===== config.mk =====
export PLATFORM = sky130hd
export DESIGN_NAME = direct_mapped_block_cache
export DESIGN_NICKNAME = d
export VERILOG_FILES = /design/src/hdl/cbc_pkg.sv /design/src/hdl/cbc_ram.sv /design/src/hdl/cbc_controller.sv /design/src/hdl/cbc_datapath.sv /design/src/hdl/direct_mapped_block_cache.sv
export SDC_FILE = /design/constraint.sdc
export NUM_CORES = 2
export LEC_CHECK = 0
export CAP_MARGIN = 10
export CELL_PAD_IN_SITES_DETAIL_PLACEMENT = 1
export CELL_PAD_IN_SITES_GLOBAL_PLACEMENT = 1
export CORE_UTILIZATION = 50
export DETAILED_ROUTE_END_ITERATION = 16
export DONT_BUFFER_PORTS = 1
export PLACE_DENSITY = 0.75
export SLEW_MARGIN = 30
export SYNTH_ARGS = -nofsm -noshare
export SYNTH_HDL_FRONTEND = slang
export SYNTH_SLANG_ARGS = --single-unit

===== constraint.sdc =====
create_clock -name clock -period 13.4 [get_ports clock]
set_input_delay 2.68 -clock clock [delete_from_list [all_inputs] [get_ports clock]]
set_output_delay 2.68 -clock clock [all_outputs]
set_load 0.005 [all_outputs]

===== src/hdl/cbc_pkg.sv =====
// ---------------------------------------------------------------------------
// cbc_pkg
// Shared types and constants of the direct-mapped block cache.
// ---------------------------------------------------------------------------
`default_nettype none

package cbc_pkg;

   localparam int ENTRIES_DEFAULT   = 16;
   localparam int DATA_BITS_DEFAULT = 64;
   localparam int MIN_ENTRIES       = 5;
   localparam int MAX_RESULTS       = 16;
   localparam logic [4:0] ENTRIES_RESET = 5'd16;
   localparam logic [31:0] TIME_MAX = 32'hFFFF_FFFF;

   localparam logic CSR_ENTRIES_IN_USE = 1'b0;

   typedef enum logic [2:0] {
      OP_STORE  = 3'd0,
      OP_LOOKUP = 3'd1,
      OP_INVAL  = 3'd2,
      OP_FREE   = 3'd3,
      OP_FLUSH  = 3'd4,
      OP_DIRTY  = 3'd5,
      OP_VICTIM = 3'd6
   } opcode_type;

   typedef enum logic [2:0] {
      KIND_ACK     = 3'd0,
      KIND_LOOKUP  = 3'd1,
      KIND_WB      = 3'd2,
      KIND_NOTHING = 3'd3,
      KIND_DIRTY   = 3'd4,
      KIND_VICTIM  = 3'd5
   } kind_type;

   typedef struct packed {
      logic [2:0]  opcode;
      logic [31:0] block_number;
      logic [63:0] block_data;
      logic        dirty_flag;
      logic [31:0] timestamp;
      logic [3:0]  slot_select;
   } req_type;

   typedef struct packed {
      logic [2:0]  result_kind;
      logic        hit;
      logic [63:0] read_data;
      logic [31:0] writeback_block;
      logic [3:0]  victim_slot;
      logic        last;
   } rsp_type;

   typedef enum logic [3:0] {
      ST_IDLE,
      ST_DISPATCH,
      ST_DIV,
      ST_RD,
      ST_EXEC,
      ST_SCAN_RD,
      ST_SCAN_EV,
      ST_FINAL,
      ST_RESP
   } state_type;

   typedef struct packed {
      logic accept;
      logic simple;
      logic div_step;
      logic rd_slot;
      logic exec;
      logic scan_rd;
      logic scan_ev;
      logic final_rsp;
   } cmd_type;

   typedef struct packed {
      logic [2:0] opcode;
      logic       div_done;
      logic       scan_last;
      logic       rsp_busy;
   } status_type;

endpackage

`default_nettype wire


===== src/hdl/cbc_ram.sv =====
// ---------------------------------------------------------------------------
// cbc_ram
// Generic single-write, single-read RAM with registered read data.
// ---------------------------------------------------------------------------
`default_nettype none

module cbc_ram #(
   parameter int WIDTH = 32,
   parameter int DEPTH = 16
) (
   input  wire logic                     clock,
   input  wire logic                     we,
   input  wire logic [$clog2(DEPTH)-1:0] waddr,
   input  wire logic [WIDTH-1:0]         wdata,
   input  wire logic [$clog2(DEPTH)-1:0] raddr,
   output logic      [WIDTH-1:0]         rdata
);

   logic [WIDTH-1:0] mem_ff [DEPTH];
   logic [WIDTH-1:0] rdata_ff;

   always_ff @(posedge clock) begin
      if (we) begin
         mem_ff[waddr] <= wdata;
      end
      rdata_ff <= mem_ff[raddr];
   end

   assign rdata = rdata_ff;

endmodule

`default_nettype wire


===== src/hdl/cbc_controller.sv =====
// ---------------------------------------------------------------------------
// cbc_controller
// Sequencer: divide, read, execute, scan and response handoff.
// ---------------------------------------------------------------------------
`default_nettype none

module cbc_controller (
   input  wire logic                clock,
   input  wire logic                reset,
   input  wire logic                req_valid,
   output logic                     req_ready,
   input  wire cbc_pkg::status_type status,
   output cbc_pkg::cmd_type         cmd
);
   import cbc_pkg::*;

   state_type state_ff, state_in;

   always_ff @(posedge clock) begin
      if (reset) begin
         state_ff <= ST_IDLE;
      end else begin
         state_ff <= state_in;
      end
   end

   always_comb begin
      state_in  = state_ff;
      cmd       = '0;
      req_ready = 1'b0;
      case (state_ff)
         ST_IDLE: begin
            req_ready = 1'b1;
            if (req_valid) begin
               cmd.accept = 1'b1;
               state_in   = ST_DISPATCH;
            end
         end
         ST_DISPATCH: begin
            if (status.opcode == OP_STORE || status.opcode == OP_LOOKUP) begin
               state_in = ST_DIV;
            end else if (status.opcode == OP_FLUSH || status.opcode == OP_DIRTY ||
                         status.opcode == OP_VICTIM) begin
               state_in = ST_SCAN_RD;
            end else begin
               cmd.simple = 1'b1;
               state_in   = ST_RESP;
            end
         end
         ST_DIV: begin
            cmd.div_step = 1'b1;
            if (status.div_done) begin
               state_in = ST_RD;
            end
         end
         ST_RD: begin
            cmd.rd_slot = 1'b1;
            state_in    = ST_EXEC;
         end
         ST_EXEC: begin
            cmd.exec = 1'b1;
            state_in = ST_RESP;
         end
         ST_SCAN_RD: begin
            if (!status.rsp_busy) begin
               cmd.scan_rd = 1'b1;
               state_in    = ST_SCAN_EV;
            end
         end
         ST_SCAN_EV: begin
            cmd.scan_ev = 1'b1;
            state_in    = status.scan_last ? ST_FINAL : ST_SCAN_RD;
         end
         ST_FINAL: begin
            if (!status.rsp_busy) begin
               cmd.final_rsp = 1'b1;
               state_in      = ST_RESP;
            end
         end
         ST_RESP: begin
            if (!status.rsp_busy) begin
               state_in = ST_IDLE;
            end
         end
         default: begin
            state_in = ST_IDLE;
         end
      endcase
   end

endmodule

`default_nettype wire


===== src/hdl/cbc_datapath.sv =====
// ---------------------------------------------------------------------------
// cbc_datapath
// Slot stores, remainder unit, scan accumulators, response register, CSR.
// ---------------------------------------------------------------------------
`default_nettype none

module cbc_datapath #(
   parameter int ENTRIES   = cbc_pkg::ENTRIES_DEFAULT,
   parameter int DATA_BITS = cbc_pkg::DATA_BITS_DEFAULT
) (
   input  wire logic             clock,
   input  wire logic             reset,
   input  wire cbc_pkg::req_type req_payload,
   input  wire cbc_pkg::cmd_type cmd,
   output cbc_pkg::status_type   status,
   output logic                  rsp_valid,
   input  wire logic             rsp_ready,
   output cbc_pkg::rsp_type      rsp_payload,
   input  wire logic             csr_psel,
   input  wire logic             csr_penable,
   input  wire logic             csr_pwrite,
   input  wire logic             csr_paddr,
   input  wire logic [31:0]      csr_pwdata,
   output logic      [31:0]      csr_prdata
);
   import cbc_pkg::*;

   localparam int SLOT_BITS = $clog2(ENTRIES);

   logic [4:0]           cfg_ff, cfg_in;
   req_type              req_ff, req_in;
   logic [5:0]           rem_ff, rem_in;
   logic [4:0]           div_cnt_ff, div_cnt_in;
   logic [SLOT_BITS-1:0] scan_idx_ff, scan_idx_in;
   logic [SLOT_BITS-1:0] rd_idx_ff, rd_idx_in;
   logic [ENTRIES-1:0]   valid_ff, valid_in;
   logic [ENTRIES-1:0]   dirty_ff, dirty_in;
   logic [ENTRIES-1:0]   written_ff, written_in;
   logic                 any_ff, any_in;
   logic [31:0]          best_ff, best_in;
   logic [SLOT_BITS-1:0] pick_ff, pick_in;
   logic [4:0]           wb_cnt_ff, wb_cnt_in;
   logic                 pend_ff, pend_in;
   logic [DATA_BITS-1:0] pend_data_ff, pend_data_in;
   logic [31:0]          pend_tag_ff, pend_tag_in;
   logic                 rsp_valid_ff, rsp_valid_in;
   rsp_type              rsp_ff, rsp_in;

   logic [5:0]           n_num;
   logic [5:0]           trial;
   logic [SLOT_BITS-1:0] slot;
   logic [SLOT_BITS-1:0] raddr;
   logic                 tag_we, data_we, time_we;
   logic [31:0]          time_wd;
   logic [31:0]          tag_q, time_q, time_rd;
   logic [DATA_BITS-1:0] data_q, cur_data, new_data;
   logic                 found;

   cbc_ram #(.WIDTH(32), .DEPTH(ENTRIES)) u_tag_ram (
      .clock(clock), .we(tag_we), .waddr(slot), .wdata(req_ff.block_number),
      .raddr(raddr), .rdata(tag_q)
   );

   cbc_ram #(.WIDTH(DATA_BITS), .DEPTH(ENTRIES)) u_data_ram (
      .clock(clock), .we(data_we), .waddr(slot), .wdata(new_data),
      .raddr(raddr), .rdata(data_q)
   );

   cbc_ram #(.WIDTH(32), .DEPTH(ENTRIES)) u_time_ram (
      .clock(clock), .we(time_we), .waddr(slot), .wdata(time_wd),
      .raddr(raddr), .rdata(time_q)
   );

   always_comb begin
      if (32'(cfg_ff) < MIN_ENTRIES) begin
         n_num = 6'(MIN_ENTRIES);
      end else if (32'(cfg_ff) > ENTRIES) begin
         n_num = 6'(ENTRIES);
      end else begin
         n_num = {1'b0, cfg_ff};
      end
   end

   assign trial    = {rem_ff[4:0], req_ff.block_number[5'd31 - div_cnt_ff]};
   assign slot     = SLOT_BITS'(rem_ff);
   assign raddr    = cmd.rd_slot ? slot : scan_idx_ff;
   assign new_data = req_ff.block_data[DATA_BITS-1:0];
   assign cur_data = written_ff[rd_idx_ff] ? data_q : '0;
   assign time_rd  = written_ff[rd_idx_ff] ? time_q : '0;
   assign found    = valid_ff[rd_idx_ff] & dirty_ff[rd_idx_ff];

   assign status.opcode    = req_ff.opcode;
   assign status.div_done  = (div_cnt_ff == 5'd31);
   assign status.rsp_busy  = rsp_valid_ff;
   assign status.scan_last = (32'(scan_idx_ff) == 32'(n_num) - 1) ||
                             (req_ff.opcode == OP_FLUSH && found &&
                              wb_cnt_ff == 5'(MAX_RESULTS - 1));

   always_comb begin
      cfg_in       = cfg_ff;
      req_in       = req_ff;
      rem_in       = rem_ff;
      div_cnt_in   = div_cnt_ff;
      scan_idx_in  = scan_idx_ff;
      rd_idx_in    = rd_idx_ff;
      valid_in     = valid_ff;
      dirty_in     = dirty_ff;
      written_in   = written_ff;
      any_in       = any_ff;
      best_in      = best_ff;
      pick_in      = pick_ff;
      wb_cnt_in    = wb_cnt_ff;
      pend_in      = pend_ff;
      pend_data_in = pend_data_ff;
      pend_tag_in  = pend_tag_ff;
      rsp_valid_in = rsp_valid_ff;
      rsp_in       = rsp_ff;
      tag_we       = 1'b0;
      data_we      = 1'b0;
      time_we      = 1'b0;
      time_wd      = '0;

      if (csr_psel && csr_penable && csr_pwrite && csr_paddr == CSR_ENTRIES_IN_USE) begin
         cfg_in = csr_pwdata[4:0];
      end

      if (rsp_valid_ff && rsp_ready) begin
         rsp_valid_in = 1'b0;
      end

      if (cmd.accept) begin
         req_in      = req_payload;
         rem_in      = '0;
         div_cnt_in  = '0;
         scan_idx_in = '0;
         any_in      = 1'b0;
         best_in     = TIME_MAX;
         pick_in     = '0;
         wb_cnt_in   = '0;
         pend_in     = 1'b0;
      end

      if (cmd.div_step) begin
         rem_in     = (trial >= n_num) ? trial - n_num : trial;
         div_cnt_in = div_cnt_ff + 5'd1;
      end

      if (cmd.rd_slot) begin
         rd_idx_in = slot;
      end
      if (cmd.scan_rd) begin
         rd_idx_in = scan_idx_ff;
      end

      if (cmd.simple) begin
         if (req_ff.opcode == OP_INVAL) begin
            valid_in = '0;
         end else if (req_ff.opcode == OP_FREE && 32'(req_ff.slot_select) < ENTRIES) begin
            valid_in[SLOT_BITS'(req_ff.slot_select)] = 1'b0;
         end
         rsp_in             = '0;
         rsp_in.result_kind = KIND_ACK;
         rsp_in.last        = 1'b1;
         rsp_valid_in       = 1'b1;
      end

      if (cmd.exec) begin
         rsp_in       = '0;
         rsp_in.last  = 1'b1;
         rsp_valid_in = 1'b1;
         if (req_ff.opcode == OP_STORE) begin
            rsp_in.result_kind = KIND_ACK;
            if (cur_data != new_data) begin
               tag_we           = 1'b1;
               data_we          = 1'b1;
               time_we          = 1'b1;
               valid_in[slot]   = 1'b1;
               written_in[slot] = 1'b1;
               dirty_in[slot]   = req_ff.dirty_flag;
            end
         end else begin
            rsp_in.result_kind = KIND_LOOKUP;
            if (valid_ff[slot] && tag_q == req_ff.block_number) begin
               time_we          = 1'b1;
               time_wd          = req_ff.timestamp;
               rsp_in.hit       = 1'b1;
               rsp_in.read_data = 64'(cur_data);
            end
         end
      end

      if (cmd.scan_ev) begin
         scan_idx_in = scan_idx_ff + SLOT_BITS'(1);
         case (req_ff.opcode)
            OP_FLUSH: begin
               if (found) begin
                  dirty_in[rd_idx_ff] = 1'b0;
                  wb_cnt_in           = wb_cnt_ff + 5'd1;
                  pend_in             = 1'b1;
                  pend_data_in        = cur_data;
                  pend_tag_in         = tag_q;
                  if (pend_ff) begin
                     rsp_in                 = '0;
                     rsp_in.result_kind     = KIND_WB;
                     rsp_in.read_data       = 64'(pend_data_ff);
                     rsp_in.writeback_block = pend_tag_ff;
                     rsp_valid_in           = 1'b1;
                  end
               end
            end
            OP_DIRTY: begin
               if (found) begin
                  any_in = 1'b1;
               end
            end
            OP_VICTIM: begin
               if (!dirty_ff[rd_idx_ff] && time_rd < best_ff) begin
                  best_in = time_rd;
                  pick_in = rd_idx_ff;
               end
            end
            default: begin
            end
         endcase
      end

      if (cmd.final_rsp) begin
         rsp_in       = '0;
         rsp_in.last  = 1'b1;
         rsp_valid_in = 1'b1;
         case (req_ff.opcode)
            OP_FLUSH: begin
               if (pend_ff) begin
                  rsp_in.result_kind     = KIND_WB;
                  rsp_in.read_data       = 64'(pend_data_ff);
                  rsp_in.writeback_block = pend_tag_ff;
               end else begin
                  rsp_in.result_kind = KIND_NOTHING;
               end
            end
            OP_DIRTY: begin
               rsp_in.result_kind = KIND_DIRTY;
               rsp_in.hit         = any_ff;
            end
            default: begin
               rsp_in.result_kind = KIND_VICTIM;
               rsp_in.victim_slot = 4'(pick_ff);
            end
         endcase
      end
   end

   always_ff @(posedge clock) begin
      if (reset) begin
         cfg_ff       <= ENTRIES_RESET;
         div_cnt_ff   <= '0;
         scan_idx_ff  <= '0;
         valid_ff     <= '0;
         dirty_ff     <= '0;
         written_ff   <= '0;
         any_ff       <= 1'b0;
         wb_cnt_ff    <= '0;
         pend_ff      <= 1'b0;
         rsp_valid_ff <= 1'b0;
      end else begin
         cfg_ff       <= cfg_in;
         div_cnt_ff   <= div_cnt_in;
         scan_idx_ff  <= scan_idx_in;
         valid_ff     <= valid_in;
         dirty_ff     <= dirty_in;
         written_ff   <= written_in;
         any_ff       <= any_in;
         wb_cnt_ff    <= wb_cnt_in;
         pend_ff      <= pend_in;
         rsp_valid_ff <= rsp_valid_in;
      end
   end

   always_ff @(posedge clock) begin
      req_ff       <= req_in;
      rem_ff       <= rem_in;
      rd_idx_ff    <= rd_idx_in;
      best_ff      <= best_in;
      pick_ff      <= pick_in;
      pend_data_ff <= pend_data_in;
      pend_tag_ff  <= pend_tag_in;
      rsp_ff       <= rsp_in;
   end

   assign rsp_valid   = rsp_valid_ff;
   assign rsp_payload = rsp_ff;
   assign csr_prdata  = (csr_paddr == CSR_ENTRIES_IN_USE) ? {27'b0, cfg_ff} : '0;

endmodule

`default_nettype wire


===== src/hdl/direct_mapped_block_cache.sv =====
// ---------------------------------------------------------------------------
// direct_mapped_block_cache
// Direct-mapped write-back block cache, one data word per block.
//
// channel   handshake               payload
// req       req_valid / req_ready   req_payload (req_type)
// rsp       rsp_valid / rsp_ready   rsp_payload (rsp_type)
// csr       APB psel/penable        entries_in_use at address 0
//
// Store and lookup: the slot is set by the 32-step serial remainder, then
// read through the registered RAM read port and the command executed.
// Flush, dirty and victim queries scan the slots one at a time, reading
// each slot through the registered RAM read port and then evaluating it.
// Other commands are answered directly from dispatch.
// One command in flight; a pending response stalls the flush scan.
// Synchronous reset; no clearing pass (written bits mask the RAMs).
// ---------------------------------------------------------------------------
`default_nettype none

module direct_mapped_block_cache #(
   parameter int ENTRIES   = cbc_pkg::ENTRIES_DEFAULT,
   parameter int DATA_BITS = cbc_pkg::DATA_BITS_DEFAULT
) (
   input  wire logic             clock,
   input  wire logic             reset,
   input  wire logic             req_valid,
   output logic                  req_ready,
   input  wire cbc_pkg::req_type req_payload,
   output logic                  rsp_valid,
   input  wire logic             rsp_ready,
   output cbc_pkg::rsp_type      rsp_payload,
   input  wire logic             csr_psel,
   input  wire logic             csr_penable,
   input  wire logic             csr_pwrite,
   input  wire logic             csr_paddr,
   input  wire logic [31:0]      csr_pwdata,
   output logic      [31:0]      csr_prdata,
   output logic                  csr_pready
);
   import cbc_pkg::*;

   cmd_type    cmd;
   status_type status;

   assign csr_pready = 1'b1;

   cbc_controller u_controller (
      .clock(clock), .reset(reset), .req_valid(req_valid), .req_ready(req_ready),
      .status(status), .cmd(cmd)
   );

   cbc_datapath #(.ENTRIES(ENTRIES), .DATA_BITS(DATA_BITS)) u_datapath (
      .clock(clock), .reset(reset), .req_payload(req_payload), .cmd(cmd),
      .status(status), .rsp_valid(rsp_valid), .rsp_ready(rsp_ready),
      .rsp_payload(rsp_payload), .csr_psel(csr_psel), .csr_penable(csr_penable),
      .csr_pwrite(csr_pwrite), .csr_paddr(csr_paddr), .csr_pwdata(csr_pwdata),
      .csr_prdata(csr_prdata)
   );

endmodule

`default_nettype wire


==> load_flow_metrics.sql <==
INSERT INTO impl_metrics (metric_group, metric, value, unit) VALUES
('outcome', 'status', 'completed', ''),
('clocking', 'htreeDepth', '5', ''),
('timing', 'skew', '0.0696', 'ns'),
('clocking', 'cts.clk_slew.worst_paths', '0.06', 'ns'),
('setup_path', 'criticalPathCategory', 'reg2reg', ''),
('setup_path', 'critical_path_buf_inv_count', '2', ''),
('setup_path', 'cp_common_cell', 'sky130_fd_sc_hd__buf_4', ''),
('die', 'die_y', '452', 'µm'),
('placement', 'io_buffers', '0', ''),
('job', 'number_of_violations_of_the_max_capacitance_limit', '0', ''),
('yosys', 'synth_flop_cell', 'sky130_fd_sc_hd__edfxtp_1', ''),
('die', 'initial_utilization', '0.505', ''),
('final_layout', 'finalNetCount', '5992', ''),
('setup_path', 'required_time_reported_for_the_critical_path_endpoint', '13.96', 'ns'),
('die', 'boundaryPins', '316', ''),
('placement', 'placed_cells', '8137', ''),
('die', 'placement_rows', '164', ''),
('drt', 'drt_drc_violations_left', '0', ''),
('setup_path', 'crit_arrival', '7.45', 'ns'),
('yosys', 'async_flop_share', '0', ''),
('yosys', 'netlist_area', '101000', 'µm²'),
('drt', 'drt_wl_total', '280000', 'µm'),
('grt', 'vias_in_the_first_global_route', '58000', ''),
('yosys', 'synthCells', '5700', ''),
('drt', 'vias', '54800', ''),
('drt', 'detailedRoute.firstPassIterationCount', '5', ''),
('placement', 'gp_congestion', '0.862', ''),
('timing', 'report.final.setup_viol', '0', ''),
('die', 'die_area', '205000', 'µm²'),
('setup_path', 'critical_path.max_fanout', '59', ''),
('setup_path', 'cpPeakStageDelay', '0.97', 'ns'),
('timing', 'grt_setup_unrepaired', 'no', ''),
('pwr', 'largest_voltage_drop_on_the_vdd_net', '141', 'µV'),
('yosys', 'syn-mean-instance-area', '17.8', 'µm²'),
('setup_path', 'critPathSlowestCell', 'sky130_fd_sc_hd__edfxtp_1', ''),
('setup_path', 'cp-end-kind', 'flip-flop', ''),
('setup_path', 'crit_path_cell_trace', 'mux2i_1, mux4_2, nand2_4, buf_4, a31oi_1, or4_1, nor4_2, nand4_2, a21oi_4, nor3_2, buf_4', ''),
('timing', 'worst_slew_margin_rel', '0.276', ''),
('grt', 'grt_pass1_wl', '402000', 'µm'),
('die', 'core', '201000', 'µm²'),
('clocking', 'clockRootBuffer', 'sky130_fd_sc_hd__clkbuf_16', ''),
('clocking', 'cts_buffers', '285', ''),
('timing', 'final.setup.tns', '0', 'ns'),
('clocking', 'clock-sinks', '2632', ''),
('grt', 'overflow', '0', ''),
('yosys', 'synth.distinct_cells', '78', ''),
('pwr', 'power_leakage', '37.5', 'nW'),
('timing', 'finalWorstPathRequiredPeriod', '6.89', 'ns'),
('yosys', 'synthesis.yosys.warnings', '0', ''),
('final_layout', 'final_layout_size_suffix_gt1_frac', '0.192', ''),
('worst_hold_path', 'hold_class', 'reg2reg', ''),
('final_layout', 'synthToLayoutAreaGrowth', '11.9', '%'),
('clocking', 'clock_tree_from_tritoncts', 'built', ''),
('yosys', 'yosysSeqAreaShare', '0.745', ''),
('timing', 'timing.final.max_slew_violations', '0', ''),
('clocking', 'clkLatencyLatePin', '0.95', 'ns'),
('die', 'floorplan.die.width', '452', 'µm'),
('clocking', 'postCtsSetupBuffers', '0', ''),
('timing', 'max_freq', '0.145', 'GHz'),
('final_layout', 'layoutNonFillerInstCount', '8650', ''),
('grt', 'largest_net_degree_at_the_start_of_global_routing', '134', ''),
('clocking', 'cts_hold_repair.buffers', '0', ''),
('setup_path', 'cp-start-kind', 'flip-flop', ''),
('drt', 'routedWlPerCell', '32.3', 'µm'),
('grt', 'grt_use_total', '0.273', ''),
('timing', 'period_share', '0.514', ''),
('drt', 'route.detailed.vias_per_inst', '6.33', ''),
('timing', 'report.final.hold_viol_count', '0', ''),
('yosys', 'synth_enable_flop_cells', '2289', ''),
('pwr', 'power.density', '154', 'nW/µm²'),
('setup_path', 'critPathTopFamily', 'simple AND/OR/NAND/NOR gates', ''),
('timing', 'tightestPinTransition', '1.09', 'ns'),
('clocking', 'cts_repair_resize_count', '0', ''),
('final_layout', 'filler_cell_count', '17600', ''),
('clocking', 'max-clock-path-buffers', '4', ''),
('yosys', 'yosys_register_bits', '2632', ''),
('drt', 'final_antenna_net_count', '0', ''),
('drt', 'drt_iter0_markers', '5919', ''),
('grt', 'initial_antenna_violation_count', '38', ''),
('placement', 'dp.final_hpwl', '153000', 'µm');
## area by class of cell
class                   count  area (µm²)  area share
repair buffers            117        1130     0.00992
diodes                     18        45.0    0.000397
multi-input cells        2635       24200       0.213
well taps                2656        3320      0.0293
clock buffers             389        7940      0.0699
clock inverters           101         948     0.00835
flip-flops and latches   2632       75600       0.666
inverters                 102         393     0.00346
## worst paths after layout
check | start | endpoint | slack, ns | cells past startpoint
hold / removal | u_datapath.pend_data_ff[8]$_DFFE_PP_ | u_datapath.rsp_payload[45]$_DFF_P_ | 0.44 | 2
setup reg to reg | u_datapath.rd_idx_ff[1]$_DFFE_PP_ | u_datapath.u_time_ram.mem_ff[12][5]$_DFFE_PP_ | 6.51 | 11
setup / recovery | u_datapath.rd_idx_ff[1]$_DFFE_PP_ | u_datapath.u_time_ram.mem_ff[12][5]$_DFFE_PP_ | 6.51 | 11
hold reg to reg | u_datapath.pend_data_ff[8]$_DFFE_PP_ | u_datapath.rsp_payload[45]$_DFF_P_ | 0.44 | 2
## cell usage after synthesis, types with 36 or more instances
library cell | instances | area [µm²]
sky130_fd_sc_hd__edfxtp_1 | 2289 | 68700
sky130_fd_sc_hd__nand2_1 | 707 | 2650
sky130_fd_sc_hd__mux4_2 | 520 | 11700
sky130_fd_sc_hd__dfxtp_1 | 343 | 6870
sky130_fd_sc_hd__clkbuf_1 | 230 | 863
sky130_fd_sc_hd__and3_1 | 195 | 1220
sky130_fd_sc_hd__a31oi_1 | 159 | 995
sky130_fd_sc_hd__o21ai_0 | 110 | 551
sky130_fd_sc_hd__nor2_1 | 107 | 402
sky130_fd_sc_hd__inv_1 | 100 | 375
sky130_fd_sc_hd__a21oi_1 | 71 | 355
sky130_fd_sc_hd__a22oi_1 | 65 | 488
sky130_fd_sc_hd__nor3_1 | 54 | 270
sky130_fd_sc_hd__buf_2 | 50 | 250
sky130_fd_sc_hd__mux2i_1 | 50 | 500
sky130_fd_sc_hd__xnor2_1 | 48 | 420
sky130_fd_sc_hd__and2_1 | 45 | 282
sky130_fd_sc_hd__ha_1 | 42 | 526
sky130_fd_sc_hd__nand3_1 | 42 | 210
sky130_fd_sc_hd__a311oi_1 | 40 | 350
sky130_fd_sc_hd__a22o_1 | 36 | 315
sky130_fd_sc_hd__buf_4 | 36 | 270
## stage by stage
stage	util	hold WS [ns]	total power [W]	worst slack (ns)	cell area [µm²]
after floorplan	-	0.418	0.00975	1.12	102000
after global placement	0.520	0.421	0.0100	6.71	104000
after detailed placement	0.521	0.438	0.0100	6.73	105000
after CTS	0.565	0.435	0.0176	6.67	113000
after global routing	0.566	0.454	0.0179	6.43	114000
final	0.566	0.440	0.0175	6.51	114000
## metal layers
layer	global-route usage	vias up	routed length, µm
met5	0	-	58
met4	0.118	8	12500
met3	0.0446	578	20000
met2	0.462	2499	140000
met1	0.348	29100	107000
li1	-	22600	-
## sequential cells by signal, summed over array words and instances, names as in the netlist, 64 cells and up
name	flops
u_datapath.new_data	64
u_datapath.pend_data_ff	64
u_datapath.req_ff	69
u_datapath.rsp_payload	105
u_datapath.u_data_ram.mem_ff	1024
u_datapath.u_data_ram.rdata	64
u_datapath.u_tag_ram.mem_ff	512
u_datapath.u_time_ram.mem_ff	512
## power breakdown
part	switching, W	leakage, nW	internal (W)	total, W
sequential	0.000282	22.5	0.00912	0.00940
combinational	0.000340	10.6	0.000142	0.000482
clock	0.00315	4.35	0.00446	0.00762
## tightest hold or removal path, stage by stage, from the launching register on
cell and delay (ns):
sky130_fd_sc_hd__edfxtp_1 0.32, sky130_fd_sc_hd__nand2_1 0.04, sky130_fd_sc_hd__o21ai_0 0.06
## cells by family (layout without fill, tap and decap cells)
family          after synthesis  count (layout)  synth area share
compound gates              590             590            0.0391
xor+xnor                     75              75           0.00648
mux                         579             579             0.121
flops                      2632            2632             0.745
other cells                   2              46         0.0000740
buf+inv                     459             709            0.0200
fa+ha+maj                    43              43           0.00538
simple gates               1320            1320            0.0621
## cells in the final DEF, fill, tap and decap left out, types with 18 or more instances in the layout
cell                           n
sky130_fd_sc_hd__edfxtp_1   2289
sky130_fd_sc_hd__nand2_1     705
sky130_fd_sc_hd__mux4_2      520
sky130_fd_sc_hd__dfxtp_1     343
sky130_fd_sc_hd__clkbuf_16   295
sky130_fd_sc_hd__and3_1      194
sky130_fd_sc_hd__a31oi_1     159
sky130_fd_sc_hd__o21ai_0     109
sky130_fd_sc_hd__nor2_1      101
sky130_fd_sc_hd__inv_1       100
sky130_fd_sc_hd__buf_4        93
sky130_fd_sc_hd__clkbuf_1     74
sky130_fd_sc_hd__a21oi_1      71
sky130_fd_sc_hd__a22oi_1      65
sky130_fd_sc_hd__xnor2_1      48
sky130_fd_sc_hd__mux2i_1      46
sky130_fd_sc_hd__nand3_1      42
sky130_fd_sc_hd__ha_1         42
sky130_fd_sc_hd__a311oi_1     40
sky130_fd_sc_hd__nor3_1       38
sky130_fd_sc_hd__a22o_1       36
sky130_fd_sc_hd__clkinv_2     35
sky130_fd_sc_hd__clkinv_1     34
sky130_fd_sc_hd__and2_1       33
sky130_fd_sc_hd__conb_1       28
sky130_fd_sc_hd__nor2b_1      27
sky130_fd_sc_hd__xor2_1       27
sky130_fd_sc_hd__nand4_1      24
sky130_fd_sc_hd__nor4bb_1     24
sky130_fd_sc_hd__or2_2        24
sky130_fd_sc_hd__a21o_1       22
sky130_fd_sc_hd__nor4_1       20
sky130_fd_sc_hd__clkbuf_8     20
sky130_fd_sc_hd__diode_2      18
sky130_fd_sc_hd__nor3_2       18
sky130_fd_sc_hd__a21oi_2      18
(Power assumes the default switching activity.)
